==> config.mk <==
export PLATFORM = sky130hd
export DESIGN_NAME = tacs_ctrl
export DESIGN_NICKNAME = d
export VERILOG_FILES = /design/src/rtl/tacs_pkg.sv /design/src/rtl/tacs_ctrl.sv
export SDC_FILE = /design/constraint.sdc
export NUM_CORES = 1
export LEC_CHECK = 0
export BUFFER_PORTS_ARGS = -buffer_cell sky130_fd_sc_hd__buf_2
export CAP_MARGIN = 10
export CORE_MARGIN = 2
export CORE_UTILIZATION = 50
export CTS_CLUSTER_SIZE = 16
export DETAILED_ROUTE_END_ITERATION = 10
export HOLD_SLACK_MARGIN = 0.1
export PLACE_DENSITY_LB_ADDON = 0.25
export SETUP_SLACK_MARGIN = 0.15
export SLEW_MARGIN = 20
export SYNTH_ARGS = -nofsm -noshare
export SYNTH_HDL_FRONTEND = slang
export SYNTH_SLANG_ARGS = --single-unit
==> constraint.sdc <==
create_clock -name clk -period 4.88 [get_ports clk]
set_input_delay 0.244 -clock clk [delete_from_list [all_inputs] [get_ports clk]]
set_output_delay 0.244 -clock clk [all_outputs]
set_load 0.02 [all_outputs]
==> src/rtl/tacs_pkg.sv <==
// shared types, constants and saturation helpers for the collision scan unit
// no dependencies
package tacs_pkg;

	localparam int WORDS_PER_OBJ = 18;
	localparam int BOX_WORDS     = 6;
	localparam logic [4:0] ENABLE_WORD = 5'd18;
	localparam logic [4:0] MAT_BASE    = 5'd6;
	localparam logic [4:0] TRANS_BASE  = 5'd9;
	localparam logic [1:0] LAST_COL    = 2'd2;
	localparam logic [1:0] LAST_ROW    = 2'd2;
	localparam logic [2:0] LAST_CORNER = 3'd7;
	localparam logic [2:0] BOX_DONE    = 3'd6;
	localparam logic REQ_WRITE = 1'b0;
	localparam logic REQ_QUERY = 1'b1;
	localparam logic signed [31:0] S32_MAX = 32'sh7fffffff;
	localparam logic signed [31:0] S32_MIN = 32'sh80000000;

	typedef enum logic [3:0] {
		ST_IDLE, ST_SCAN, ST_BOX, ST_TRD, ST_TLD, ST_MUL, ST_ACC, ST_FOLD, ST_CHECK, ST_DONE
	} state_t;

	typedef struct packed {
		logic       wr;
		logic       ld_player;
		logic       clr;
		logic       rd_en;
		logic [4:0] rd_word;
		logic       cap_box;
		logic [2:0] box_sel;
		logic       ld_acc;
		logic       mul;
		logic       acc;
		logic       fold;
		logic [1:0] row;
		logic [1:0] col;
		logic [2:0] corner;
	} cmd_t;

	typedef struct packed {
		logic en_cur;
		logic overlap;
	} stat_t;

	function automatic logic signed [31:0] sat48(input logic signed [47:0] v);
		logic signed [31:0] r;
		if (v > 48'(S32_MAX))
			r = S32_MAX;
		else if (v < 48'(S32_MIN))
			r = S32_MIN;
		else
			r = v[31:0];
		return r;
	endfunction

	function automatic logic signed [31:0] sat34(input logic signed [33:0] v);
		logic signed [31:0] r;
		if (v > 34'(S32_MAX))
			r = S32_MAX;
		else if (v < 34'(S32_MIN))
			r = S32_MIN;
		else
			r = v[31:0];
		return r;
	endfunction

endpackage

==> src/rtl/tacs_ctrl.sv <==
// controller: request handshake, object/corner/row/column sequencing, result register
// depends on tacs_pkg
module tacs_ctrl import tacs_pkg::*; #(
	parameter int MAX_OBJECTS = 16,
	parameter int CW = 5
) (
	input  logic          clk,
	input  logic          arst_n,
	input  logic          in_valid,
	output logic          in_stall,
	input  logic          req_type,
	output logic          out_valid,
	input  logic          out_stall,
	output logic          hit,
	output logic [3:0]    hit_index,
	output cmd_t          cmd,
	output logic [CW-1:0] cur_obj,
	input  stat_t         stat
);

	state_t state_q, state_d;
	logic [CW-1:0] i_q;
	logic [2:0] cnt_q, k_q;
	logic [1:0] r_q, c_q;
	logic res_hit_q, out_valid_q, hit_q;
	logic [3:0] hit_index_q;
	logic accept, at_end, free, produce, prod_hit;
	logic [8:0] i_ext;

	assign free    = !out_valid_q || !out_stall;
	assign accept  = in_valid && !in_stall;
	assign at_end  = i_q == CW'(MAX_OBJECTS);
	assign i_ext   = 9'(i_q);
	assign cur_obj = i_q;

	always_comb begin
		state_d = state_q;
		case (state_q)
			ST_IDLE:  if (accept && req_type == REQ_QUERY) state_d = ST_SCAN;
			ST_SCAN: begin
				if (at_end)
					state_d = ST_DONE;
				else if (stat.en_cur)
					state_d = ST_BOX;
			end
			ST_BOX:   if (cnt_q == BOX_DONE) state_d = ST_TRD;
			ST_TRD:   state_d = ST_TLD;
			ST_TLD:   state_d = ST_MUL;
			ST_MUL:   state_d = ST_ACC;
			ST_ACC:   state_d = (c_q == LAST_COL) ? ST_FOLD : ST_MUL;
			ST_FOLD: begin
				if (r_q == LAST_ROW && k_q == LAST_CORNER)
					state_d = ST_CHECK;
				else
					state_d = ST_TRD;
			end
			ST_CHECK: state_d = stat.overlap ? ST_DONE : ST_SCAN;
			ST_DONE:  if (free) state_d = ST_IDLE;
			default:  state_d = ST_IDLE;
		endcase
	end

	always_comb begin
		cmd = '0;
		cmd.row = r_q;
		cmd.col = c_q;
		cmd.corner = k_q;
		in_stall = (state_q != ST_IDLE) || !free;
		produce = 1'b0;
		prod_hit = 1'b0;
		case (state_q)
			ST_IDLE: begin
				if (accept) begin
					if (req_type == REQ_WRITE) begin
						cmd.wr = 1'b1;
						produce = 1'b1;
					end else begin
						cmd.ld_player = 1'b1;
					end
				end
			end
			ST_SCAN:  cmd.clr = !at_end && stat.en_cur;
			ST_BOX: begin
				if (cnt_q < 3'(BOX_WORDS)) begin
					cmd.rd_en = 1'b1;
					cmd.rd_word = 5'(cnt_q);
				end
				if (cnt_q != 3'd0) begin
					cmd.cap_box = 1'b1;
					cmd.box_sel = cnt_q - 3'd1;
				end
			end
			ST_TRD: begin
				cmd.rd_en = 1'b1;
				cmd.rd_word = TRANS_BASE + {1'b0, r_q, 2'b00};
			end
			ST_TLD: begin
				cmd.ld_acc = 1'b1;
				cmd.rd_en = 1'b1;
				cmd.rd_word = MAT_BASE + {1'b0, r_q, 2'b00};
			end
			ST_MUL:   cmd.mul = 1'b1;
			ST_ACC: begin
				cmd.acc = 1'b1;
				if (c_q != LAST_COL) begin
					cmd.rd_en = 1'b1;
					cmd.rd_word = MAT_BASE + {1'b0, r_q, 2'b00} + {3'b000, c_q} + 5'd1;
				end
			end
			ST_FOLD:  cmd.fold = 1'b1;
			ST_CHECK: ;
			ST_DONE: begin
				produce = free;
				prod_hit = res_hit_q;
			end
			default: ;
		endcase
	end

	always_ff @(posedge clk or negedge arst_n) begin
		if (!arst_n) begin
			state_q <= ST_IDLE;
			i_q <= '0;
			cnt_q <= '0;
			k_q <= '0;
			r_q <= '0;
			c_q <= '0;
			res_hit_q <= 1'b0;
		end else begin
			state_q <= state_d;
			case (state_q)
				ST_IDLE: begin
					if (accept && req_type == REQ_QUERY) begin
						i_q <= '0;
						res_hit_q <= 1'b0;
					end
				end
				ST_SCAN: begin
					if (!at_end && !stat.en_cur)
						i_q <= i_q + 1'b1;
					cnt_q <= '0;
				end
				ST_BOX: begin
					cnt_q <= cnt_q + 3'd1;
					k_q <= '0;
					r_q <= '0;
				end
				ST_TLD:   c_q <= '0;
				ST_ACC:   if (c_q != LAST_COL) c_q <= c_q + 2'd1;
				ST_FOLD: begin
					if (r_q != LAST_ROW) begin
						r_q <= r_q + 2'd1;
					end else begin
						r_q <= '0;
						k_q <= k_q + 3'd1;
					end
				end
				ST_CHECK: begin
					if (stat.overlap)
						res_hit_q <= 1'b1;
					else
						i_q <= i_q + 1'b1;
				end
				default: ;
			endcase
		end
	end

	// result register parts the input side from the output side
	always_ff @(posedge clk or negedge arst_n) begin
		if (!arst_n) begin
			out_valid_q <= 1'b0;
		end else if (produce) begin
			out_valid_q <= 1'b1;
		end else if (!out_stall) begin
			out_valid_q <= 1'b0;
		end
	end

	always_ff @(posedge clk) begin
		if (produce) begin
			hit_q <= prod_hit;
			hit_index_q <= prod_hit ? i_ext[3:0] : 4'd0;
		end
	end

	assign out_valid = out_valid_q;
	assign hit = hit_q;
	assign hit_index = hit_index_q;

endmodule

======== Word level (Yosys, flattened, before mapping) ========
Index checks and enable logic that the tools add are counted.
operators by class
  equal/unequal tests ..................... 26
  reduce and logical (&&, ||, !) cells .... 26
  magnitude comparators ................... 1
  mux-type cells .......................... 42
  add/subtract/negate cells ............... 10
operator list
  kind                                                              number
  4-bit case mux with 10 select lines                               1
  4-bit 2-to-1 mux                                                  9
  6-bit case mux with 4 select lines                                1
  2-bit != test (second input constant)                             10
  4-bit by 3-bit == test with 1-bit output (second input constant)  4
  5-bit 2-to-1 mux                                                  3
  5-bit case mux with 3 select lines                                1
  1-bit 2-to-1 mux                                                  13
  6-bit 2-to-1 mux                                                  2
  3-bit case mux with 2 select lines                                2
  5-bit by 1-bit adder with 5-bit output (second input constant)    2
  2-bit 2-to-1 mux                                                  5
  4-bit by 2-bit == test with 1-bit output (second input constant)  2
  4-bit == test (second input constant)                             2
  2-bit case mux with 2 select lines                                2
  4-bit AND reduction                                               2
  2-bit nonzero test                                                4
  3-bit by 1-bit adder with 3-bit output (second input constant)    2
  3-bit == test (second input constant)                             2
  1-bit logical NOT                                                 6
  3-bit nonzero test                                                2
  3-bit by 4-bit adder with 5-bit output (first input constant)     1
  4-bit by 4-bit adder with 5-bit output (first input constant)     1
  5-bit by 2-bit adder with 5-bit output                            1
  other kinds (16)                                                  25
storage, ports and cells
  input port bits ......................... 7
  word-level logic and storage cells ...... 115
  register bits ........................... 26
  output and inout port bits .............. 36

======== Logic depth before layout (Yosys ltp) ========
Gate-level depths: netlist of the first run.
  word-level depth ........................ 9
  depth in mapped cells ................... 7
  depth with buffers taken out ............ 6

======== Least setup slack after synthesis of the first run ========
No wires, ideal clock.
  kind .................................... register to register
  start ................................... register i_q[0] (netlist: cur_obj[0])
  end ..................................... register i_q[0] (netlist: cur_obj[0])
  setup time .............................. 125 ps
  slack ................................... 2790 ps
  stages on the path, launching flop included .. 8
  arrival ................................. 1965 ps
  required time ........................... 4755 ps
  period minus slack after synthesis ...... 2090 ps
  path buffers ............................ 1
  cell sequence ........................... dfrtp_1 > inv_1 > ha_1 > nor4bb_2 > o31a_1 > or3_1 > buf_2 > mux2_4
on the way
  longest elaborated chain between the ends .. 5
  elaborated cells on any way between the ends .. 9
  those cells by class .................... 1 x add/sub; 2 x eq/ne; 3 x mux; 3 x reduce/logical
ends and longest elaborated chain
  what                                                                                            RTL line          text
  start, declared                                                                                 tacs_ctrl.sv:22   logic [CW-1:0] i_q;
  start signal, assigned                                                                          tacs_ctrl.sv:140  i_q <= i_q + 1'b1;
  start signal, assigned                                                                          tacs_ctrl.sv:162  i_q <= i_q + 1'b1;
  parallel branches: the longest is 5 deep, another holds 5-bit by 1-bit adder with 5-bit output  -
Several ways; the timed one is not identified. The select of a mux whose other input is x is not followed.
A chain may end at the register's enable or synchronous reset.

==> summary.md, run 1 <==
| Metric | Value |
|---|---|
| Net Sw Frac | 51.3% |
| Min-Delay Endpoint | out_valid |
| Reg area | 676 um2 |
| Area Growth Syn to Fin | 14.4% |
| Io pins | 43 |
| Antenna violations before repair | 0 |
| Effective utilization at floorplan | 53.0% |
| Max Cap Viol | 0 |
| Async SR Flop Fraction | 80.8% |
| P_leak | 0.00101 uW |
| Worst setup SP type | flop |
| Via count | 1,594 |
| Post-synthesis cell area | 1810 um2 |
| Setup Viol. Count Final | 0 |
| Mean Syn Cell Area | 8.87 um2 |
| All-Layer GR Usage | 21.0% |
| PwrDens | 601 nW/um2 |
| Critical path peak fanout | 21 |
| Final core utilization | 60.6% |
| Clock power frac | 7.6% |
| Num rows | 21 |
| Cell Int Power | 606 uW |
| Vias in the first global route | 1,452 |
| Fin nets | 264 |
| Chip height | 64.2 um |
| CTS tree | built |
| Gr busiest metal | met2 |
| Post-synth EDFFs | 5 |
| Final wirelength | 4.03 mm |
| Clk_lat worst skew | 0.32 ns |
| Placed wire-length estimate | 3.03 mm |
| Endpoint class of the critical path | primary output |
| N_diodes | 0 |
| TritonCTS buffer count | 3 |
| Yosys warning total | 0 |
| Register area share after synthesis | 37.3% |
| Min-delay src | out_stall |
| Post-route setup TNS | 0 ns |
| VDD IR-drop max | 0.000258 V |
| WHS Path Cells | 3 |
| Final period util | 51.3% |
| FILL cells | 330 |
| Gpl congestion | 0.838 |
| Met1 Track Usage GR | 31.5% |
| Logic pwr share | 59.4% |
| Drt drc | 0 |
| Max-slew violation count | 0 |
| Least-Margin Pin Slew | 0.640 ns |
| Worst Path Required | 4.64 ns |
| CTS max path bufs | 2 |
| Worst setup path class | reg2out |
| Syn nets | 226 |
| Distinct cell type count after synthesis | 48 |
| Sequential power share | 33.0% |
| Top cell type's share of synthesized area | 29.0% |
| Reg-to-Reg Start | state_q[3] |
| Root Buffer | clkbuf_4 |
| Die W | 64.2 um |
| Yosys reg bits | 26 |
| Synth area leader | dfrtp_1 |
| Largest net degree at the start of global routing | 22 |
| Syn Inst Count | 204 |
| Reg2reg end | cur_obj[0] |
| Avg WL per Cell | 14.0 um |
| Wire length of the first global-routing pass | 6.91 mm |
| Met3 Track Usage GR | 2.29% |
| NetSw | 638 uW |
| Vias/cell | 5.55 |
| Iter 0 DRT Violations | 84 |
| Synth area leaders | dfrtp_1 29%, ha_1 10%, edfxtp_1 8.3% |
| Core Footprint | 3420 um2 |
| WP data arrival | 2.26 ns |
| PortBufs | 42 |
| Clock transition at path regs | 0.14 ns |
| DR pass1 iterations | 4 |
| F_max | 400 MHz |
| FF-to-FF path depth | 4 |
| GRT overflow | 0 |
| Endpoints failing hold | 0 |
| Setup Skew | 0.00167 ns |
| CTS H-Tree Depth | 1 |
| Multi-input gate area | 1030 um2 |
| Die Area | 4120 um2 |
| CTS resizes | 0 |
| Normalized max-slew margin | 57.3% |
| Setup Buffers After CTS | 0 |
| Post-synth top flop | dfrtp_1 |
| Met2 Use GR | 32.7% |
| Post-DRT Antenna Nets | 0 |
| Tmin final | 2.50 ns |
| Layout cells sized above 1 | 20.7% |
| Worst R2R Setup Slack | 2.78 ns |
| Min-Delay Path Class | in2reg |
| Status | complete, no violations |
| Unrepaired setup endpoints after global routing | no |
| # clock sinks | 26 |
[cell type report]
type                    instances  share of cell area (%)
clock buffers                   3                    1.09
clock inverters                 1                   0.181
inverters                      15                    2.72
multi-input cells             153                    50.0
flip-flops and latches         26                    32.6
well taps                      46                    2.78
repair buffers                 43                    10.6
[power groups by stage]
stage	logic, uW	clock network, uW	registers [uW]
floorplan	562	0	398
global placement	732	0	411
detailed placement	737	0	414
CTS	742	98.5	409
global route	827	107	429
finish	739	94.4	410
[sequential cells by signal (all words and copies together), names as in the netlist]
| register | flops |
|---|---|
| c_q | 2 |
| cnt_q | 3 |
| cur_obj | 5 |
| hit | 1 |
| hit_index | 4 |
| k_q | 3 |
| out_valid | 1 |
| r_q | 2 |
| res_hit_q | 1 |
| state_q | 4 |
[critical path, stage by stage, from the launching register on]
cell and delay [ns]:
dfrtp_1 0.64, nand4bb_1 0.39, nor2_1 0.43, a211oi_1 0.14, o32ai_1 0.13, buf_2 0.21
[metal layers]
metal	wire length [um]	part of all wire (%)	vias up
met5	0	0	-
met4	36	0.89	0
met3	213	5.3	4
met2	1780	44	48
met1	2000	50	733
li1	-	-	809
[Yosys cell counts (2+ instances only)]
cell      instances
or3_1             4
o211ai_1          3
ha_1             15
a221o_1           2
a32o_1            3
nor2b_1           2
and2_1            6
nor2_1           14
edfxtp_1          5
clkbuf_1          5
a31oi_1           2
inv_1            15
nor3_1           12
a21oi_1           7
o21ai_0          10
and3_1            2
nand3_1           8
nand2b_1          6
dfrtp_1          21
nand2_1          19
o31ai_1           5
a22oi_1           2
a21o_1            3
buf_2             5
xnor2_1           3
mux2i_1           3
[through the flow]
step                      hold slack [ns]  cells  area, um2  total power, uW  worst slack [ns]
final                               0.248    287       2070             1240              2.38
after global routing                0.232    287       2070             1360              2.08
after CTS                           0.239    287       2070             1250              2.36
after detailed placement            0.238    282       2030             1150              2.73
after global placement              0.231    282       2030             1140              2.78
after floorplan                   -0.0516    204       1810              960              2.79
[worst max-delay path by stage]
stage | from | endpoint | slack, ns
2_1_floorplan | cur_obj[0] | cur_obj[0] | 2.79
3_3_place_gp | state_q[0] | cmd[17] | 2.78
3_5_place_dp | state_q[0] | cmd[17] | 2.73
4_1_cts | state_q[0] | cmd[17] | 2.36
5_1_grt | state_q[0] | cmd[17] | 2.08
6_report | state_q[0] | cmd[17] | 2.38
[layout by cell type (no fill, tap or decap), types with 2 or more instances in the layout]
master	count
mux2i_1	3
buf_2	42
and2_1	6
o211ai_1	3
nand3_1	8
and3_1	2
nor3_1	12
a22oi_1	2
nand2b_1	6
a21o_1	3
clkbuf_4	3
or3_1	4
ha_1	15
inv_1	15
xnor2_1	3
dfrtp_1	21
a21oi_1	7
nor2_1	14
o31ai_1	5
nand2_1	19
a221o_1	2
a31oi_1	2
a32o_1	3
o21ai_0	10
edfxtp_1	5
nor2b_1	2
[cell families after synthesis]
family,share of synthesized area [%]
AOI/OAI and AO/OA,17.6
xor gates and xnor gates,1.45
adders and majority gates,10.4
buffers and inverters,5.53
DFF,37.3
muxes,3.11
and+or+nand+nor,24.6
[repair_timing]
action / 4_1_cts / 5_1_grt
endpoints found under the setup margin: 0 / 0
hold endpoints to repair: 21 / 0
hold buffers: 1 / 0
No activity file was read; power rests on OpenSTA's default activity.
==> run 2: changes to the inputs <==
- CORE_UTILIZATION: 50 -> 48
- clock period: 4.88 -> 2 ns (I/O delays scaled with it)
==> run 2 against run 1 <==
Compared with the run above:
- flip-flop and latch count unchanged
- design area up 19%
- wire length rose by 21%
- hold slack worse by 0.10 ns
- clock-buffer cell count is the same
- global-route usage up 2.4 points
- power grew to 3.1 times the previous value
- clock skew up 0.0045 ns
- non-clock buffer count increased by 30
- register-to-register slack got worse by 2.6 ns
- critical endpoint is now cmd[19]
- largest power group unchanged
- highest routed layer unchanged
==> summary.md, run 2 (same netlist as run 1, synthesis figures left out) <==
| Metric | Value |
|---|---|
| Status | complete, no violations |
| Wire length of the first global-routing pass | 7.76 mm |
| All-Layer GR Usage | 23.4% |
| Commonest non-fill, non-tap cell in the layout | buf_2 |
| Drt drc | 0 |
| VDD IR-drop max | 0.000866 V |
| Unrepaired setup endpoints after global routing | yes |
| Endpoints failing hold | 0 |
| Reg2reg end | cur_obj[0] |
| Placed Area | 2160 um2 |
| # clock sinks | 26 |
| Antenna violations before repair | 0 |
| Least-Margin Pin Slew | 0.499 ns |
| FF-to-FF path depth | 6 |
| Max Cap Viol | 0 |
| Iter 0 DRT Violations | 96 |
| Reg area | 684 um2 |
| Core Footprint | 3630 um2 |
| Endpoint class of the critical path | primary output |
| Critical Path End | cmd[19] |
| Setup Viol. Count Final | 0 |
| Multi-input gate area | 1140 um2 |
| F_max | 534 MHz |
| Layout cells sized above 1 | 40.2% |
| Clock transition at path regs | 0.09 ns |
| Reg-to-Reg Start | cur_obj[0] |
| Setup Skew | 0.00615 ns |
| Area Growth Syn to Fin | 36.3% |
| N_diodes | 0 |
| PortBufs | 42 |
| Max-slew violation count | 0 |
| Placed wire-length estimate | 3.33 mm |
| Tmin final | 1.87 ns |
| PwrDens | 1550 nW/um2 |
| Min-Delay Path Class | in2reg |
| Worst setup SP type | flop |
| Vias in the first global route | 1,694 |
| Worst R2R Setup Slack | 0.20 ns |
| TritonCTS buffer count | 3 |
| Post-DRT Antenna Nets | 0 |
| Vias/cell | 5.65 |
| Effective utilization at floorplan | 49.8% |
| Worst Path Required | 1.90 ns |
| Avg WL per Cell | 15.3 um |
| Post-route cell area | 2470 um2 |
| Die W | 65.4 um |
| Commonest cells after routing, fill and taps aside | 41 x buf_2, 30 x buf_4, 17 x nand2_1, 14 x dfrtp_1, 12 x inv_1 |
| Num rows | 22 |
| Worst setup path class | reg2out |
| Clk_lat worst skew | 0.28 ns |
| Root Buffer | clkbuf_8 |
| Critical path peak fanout | 5 |
| GRT overflow | 0 |
| Critical Path Source | r_q[0] |
| Die Area | 4280 um2 |
| Final period util | 93.7% |
| P_leak | 0.00119 uW |
| Chip height | 65.4 um |
| Fin nets | 294 |
| FILL cells | 321 |
| Io pins | 43 |
| Largest net degree at the start of global routing | 22 |
| CTS H-Tree Depth | 1 |
| DR pass1 iterations | 4 |
| CTS tree | built |
| CTS max path bufs | 2 |
| Normalized max-slew margin | 66.7% |
| WP data arrival | 1.77 ns |
| Gpl congestion | 0.841 |
| Final wirelength | 4.87 mm |
| Via count | 1,802 |
| Overall power | 3830 uW |
| Max reg flops | 5 |
==> run 2: changes by cell type in the layout (fill, tap and decap cells not counted), moves of 4 or more <==
cell     before  now
dfrtp_2       0    7
ha_1         15   11
dfrtp_1      21   14
buf_4         0   30
==> run 2: per-layer routing <==
layer / global-route usage (%) / part of all wire, % / wire length (um)
met5: 0 / 0 / 0
met1: 29.2 / 42 / 2020
met3: 2.05 / 4.0 / 194
met2: 43.2 / 53 / 2580
met4: 6.25 / 1.5 / 75
==> run 2: worst min-delay path by stage <==
stage	startpoint	to	slack, ns	cells after the start
3_3_place_gp	arst_n	cur_obj[4]	0.09	1
4_1_cts	out_stall	out_valid	0.14	3
2_1_floorplan	arst_n	c_q[0]	-0.20	0
5_1_grt	stat[0]	res_hit_q	0.16	3
6_report	stat[0]	res_hit_q	0.14	3
3_5_place_dp	arst_n	cur_obj[3]	0.09	1
==> run 2: per-stage QoR <==
step | setup slack [ns] | hold slack, ns | setup TNS, ns | utilization [%] | cells
5_1_grt | 0.0559 | 0.158 | 0 | 67.9 | 319
4_1_cts | 0.150 | 0.143 | 0 | 65.3 | 315
3_3_place_gp | 0.167 | 0.0926 | 0 | 59.4 | 300
3_5_place_dp | 0.124 | 0.0939 | 0 | 59.4 | 300
2_1_floorplan | -0.00577 | -0.196 | -0.00577 | - | 204
6_report | 0.127 | 0.144 | 0 | 67.9 | 319
==> run 2: area by class of cell <==
type / instances / area share, %
tap: 48 / 2.43
sequential: 26 / 27.7
inverter: 15 / 2.28
multi-input combinational: 153 / 46.3
clock inverter: 1 / 1.22
clock buffer: 3 / 1.67
timing repair buffer: 73 / 18.3
==> run 2: repair_timing <==
action,CTS,global route
setup buffers,10,4
resized for setup,16,16
pin swaps,0,2
endpoints found under the setup margin,19,20
hold buffers,1,0
hold endpoints to repair,21,0
==> run 2: critical path: stages (launching register included) <==
cell and delay (ns):
dfrtp_1 0.41, inv_2 0.13, ha_1 0.25, nand2b_4 0.07, a21o_1 0.18, a221o_1 0.30, buf_4 0.16
==> run 2: power by group <==
group | total [uW] | switching [uW] | internal, uW | leakage, uW
Combinational | 2460 | 1370 | 1090 | 0.000839
Clock | 453 | 185 | 268 | 0.0000357
Sequential | 919 | 213 | 706 | 0.000317
==> run 3: changes to the inputs <==
- CORE_UTILIZATION: 48 -> 50
- clock period: 2 -> 2.2 ns (I/O delays scaled with it)
==> run 3 against run 2 <==
Compared with the run above:
- die area shrank 3.8%
- combinational power decreased by 20%
- clock-buffer cell count stayed put
- global-route usage shrank 1.6 points
- flip-flop and latch count unchanged
- critical path depth unchanged
- critical endpoint unchanged
- wire length decreased by 9.3%
- first-iteration DRC count rose by 9.4%
- sequential power fell by 4.8%
- clock skew rose by 0.0038 ns
==> summary.md, run 3 (same netlist as run 1, synthesis figures left out) <==
| Metric | Value |
|---|---|
| Status | complete, no violations |
| PortBufs | 42 |
| Final wirelength | 4.42 mm |
| Via count | 1,713 |
| Area Growth Syn to Fin | 26.5% |
| Min-Delay Path Class | in2reg |
| Worst setup path class | reg2out |
| Setup Skew | 0.00994 ns |
| Worst R2R Setup Slack | 0.25 ns |
| Dpl cells | 291 |
| Endpoints failing hold | 0 |
| Drt drc | 0 |
| Avg WL per Cell | 14.5 um |
| Endpoint class of the critical path | primary output |
| FF-to-FF path depth | 6 |
| DR pass1 iterations | 4 |
| PwrDens | 1390 nW/um2 |
| F_max | 507 MHz |
| Clock power frac | 10.5% |
| Die W | 64.2 um |
| Vias in the first global route | 1,554 |
| Max-slew violation count | 0 |
| GRT overflow | 0 |
| Reg2reg end | cur_obj[0] |
| Iter 0 DRT Violations | 105 |
| Worst Path Required | 2.09 ns |
| Root Buffer | clkbuf_4 |
| Gpl congestion | 0.933 |
| CTS H-Tree Depth | 1 |
| Unrepaired setup endpoints after global routing | yes |
| CTS tree | built |
| WP data arrival | 1.86 ns |
| FILL cells | 307 |
| Setup Viol. Count Final | 0 |
| Clock transition at path regs | 0.15 ns |
| Wire length of the first global-routing pass | 7.15 mm |
| Commonest non-fill, non-tap cell in the layout | buf_2 |
| Net Sw Frac | 48.2% |
| Sequential power share | 27.5% |
| Fin nets | 281 |
| Cell Int Power | 1650 uW |
| Effective utilization at floorplan | 53.0% |
| Min-delay src | out_stall |
| Min Hold Slack | 0.113 ns |
| Final cell count without fillers | 304 |
| P_leak | 0.00110 uW |
| Placed wire-length estimate | 3.13 mm |
| NetSw | 1530 uW |
| TritonCTS buffer count | 3 |
| N_diodes | 0 |
| Worst setup SP type | flop |
| CTS max path bufs | 2 |
| Final core utilization | 67.0% |
| Antenna violations before repair | 0 |
| Min-Delay Endpoint | out_valid |
| Reg-to-Reg Start | cur_obj[0] |
| WHS Path Cells | 3 |
| Overall power | 3180 uW |
| Final period util | 89.7% |
| VDD IR-drop max | 0.000779 V |
| Largest net degree at the start of global routing | 22 |
| Core Footprint | 3420 um2 |
| Normalized max-slew margin | 65.8% |
| # clock sinks | 26 |
| Commonest cells after routing, fill and taps aside | 43 x buf_2, 18 x nand2_1, 15 x buf_4, 14 x inv_1 |
| Layout cells sized above 1 | 32.9% |
| Critical path peak fanout | 4 |
| All-Layer GR Usage | 21.8% |
| Post-DRT Antenna Nets | 0 |
| Chip height | 64.2 um |
| Die Area | 4120 um2 |
| Num rows | 21 |
| Vias/cell | 5.63 |
| Logic pwr share | 62.0% |
| Post-route setup TNS | 0 ns |
| Least-Margin Pin Slew | 0.513 ns |
| Max reg flops | 5 |
| Max Cap Viol | 0 |
| Io pins | 43 |
| Tmin final | 1.97 ns |
| Clk_lat worst skew | 0.33 ns |
[run 3: worst max-delay path by stage]
stage | from | slack, ns | endpoint | cells past startpoint
2_1_floorplan | cur_obj[0] | 0.19 | cur_obj[0] | 7
3_3_place_gp | cur_obj[0] | 0.22 | cur_obj[0] | 6
3_5_place_dp | cur_obj[0] | 0.19 | cur_obj[0] | 6
4_1_cts | state_q[2] | 0.14 | cmd[17] | 5
5_1_grt | r_q[0] | 0.12 | cmd[19] | 6
6_report | c_q[0] | 0.23 | cmd[19] | 6
[run 3: power by group through the flow]
stage | clock [uW] | combinational, uW | sequential, uW
after detailed placement | 0 | 1760 | 885
after floorplan | 0 | 1250 | 886
final | 334 | 1970 | 875
after global placement | 0 | 1740 | 884
after global routing | 360 | 2180 | 904
after CTS | 338 | 1790 | 884
[run 3: critical path, stage by stage, from the launching register on]
cell,delay (ns)
dfrtp_1,0.41
inv_1,0.08
ha_1,0.25
nand2b_1,0.17
a21o_1,0.18
a221o_1,0.28
buf_2,0.16
[run 3: per-stage QoR]
| step | worst slack, ns | instance area, um2 |
|---|---|---|
| 6_report | 0.226 | 2290 |
| 3_3_place_gp | 0.225 | 2100 |
| 3_5_place_dp | 0.185 | 2100 |
| 2_1_floorplan | 0.194 | 1810 |
| 5_1_grt | 0.117 | 2290 |
| 4_1_cts | 0.140 | 2190 |
[run 3: timing repair]
item | 4_1_cts | 5_1_grt
hold buffers | 2 | 0
endpoints found under the setup margin | 7 | 11
gates resized for setup | 6 | 14
pin swaps | 0 | 0
setup buffers | 0 | 7
endpoints found under the hold margin | 22 | 0
[run 3: layer usage]
metal / track usage [%] / wire [um] / vias to the layer above
li1: - / - / 846
met1: 32.3 / 2110 / 817
met2: 32.7 / 2000 / 46
met3: 5.63 / 262 / 4
met4: 3.46 / 37 / 0
met5: 0 / 0 / -
[run 3: area by class of cell]
cell class | instances | area (um2) | area share [%]
sequential | 26 | 686 | 29.9
clock buffer | 3 | 22.5 | 0.984
clock inverter | 1 | 30.0 | 1.31
tap | 46 | 57.6 | 2.51
timing repair buffer | 60 | 348 | 15.2
multi-input combinational | 153 | 1090 | 47.6
inverter | 15 | 56.3 | 2.46
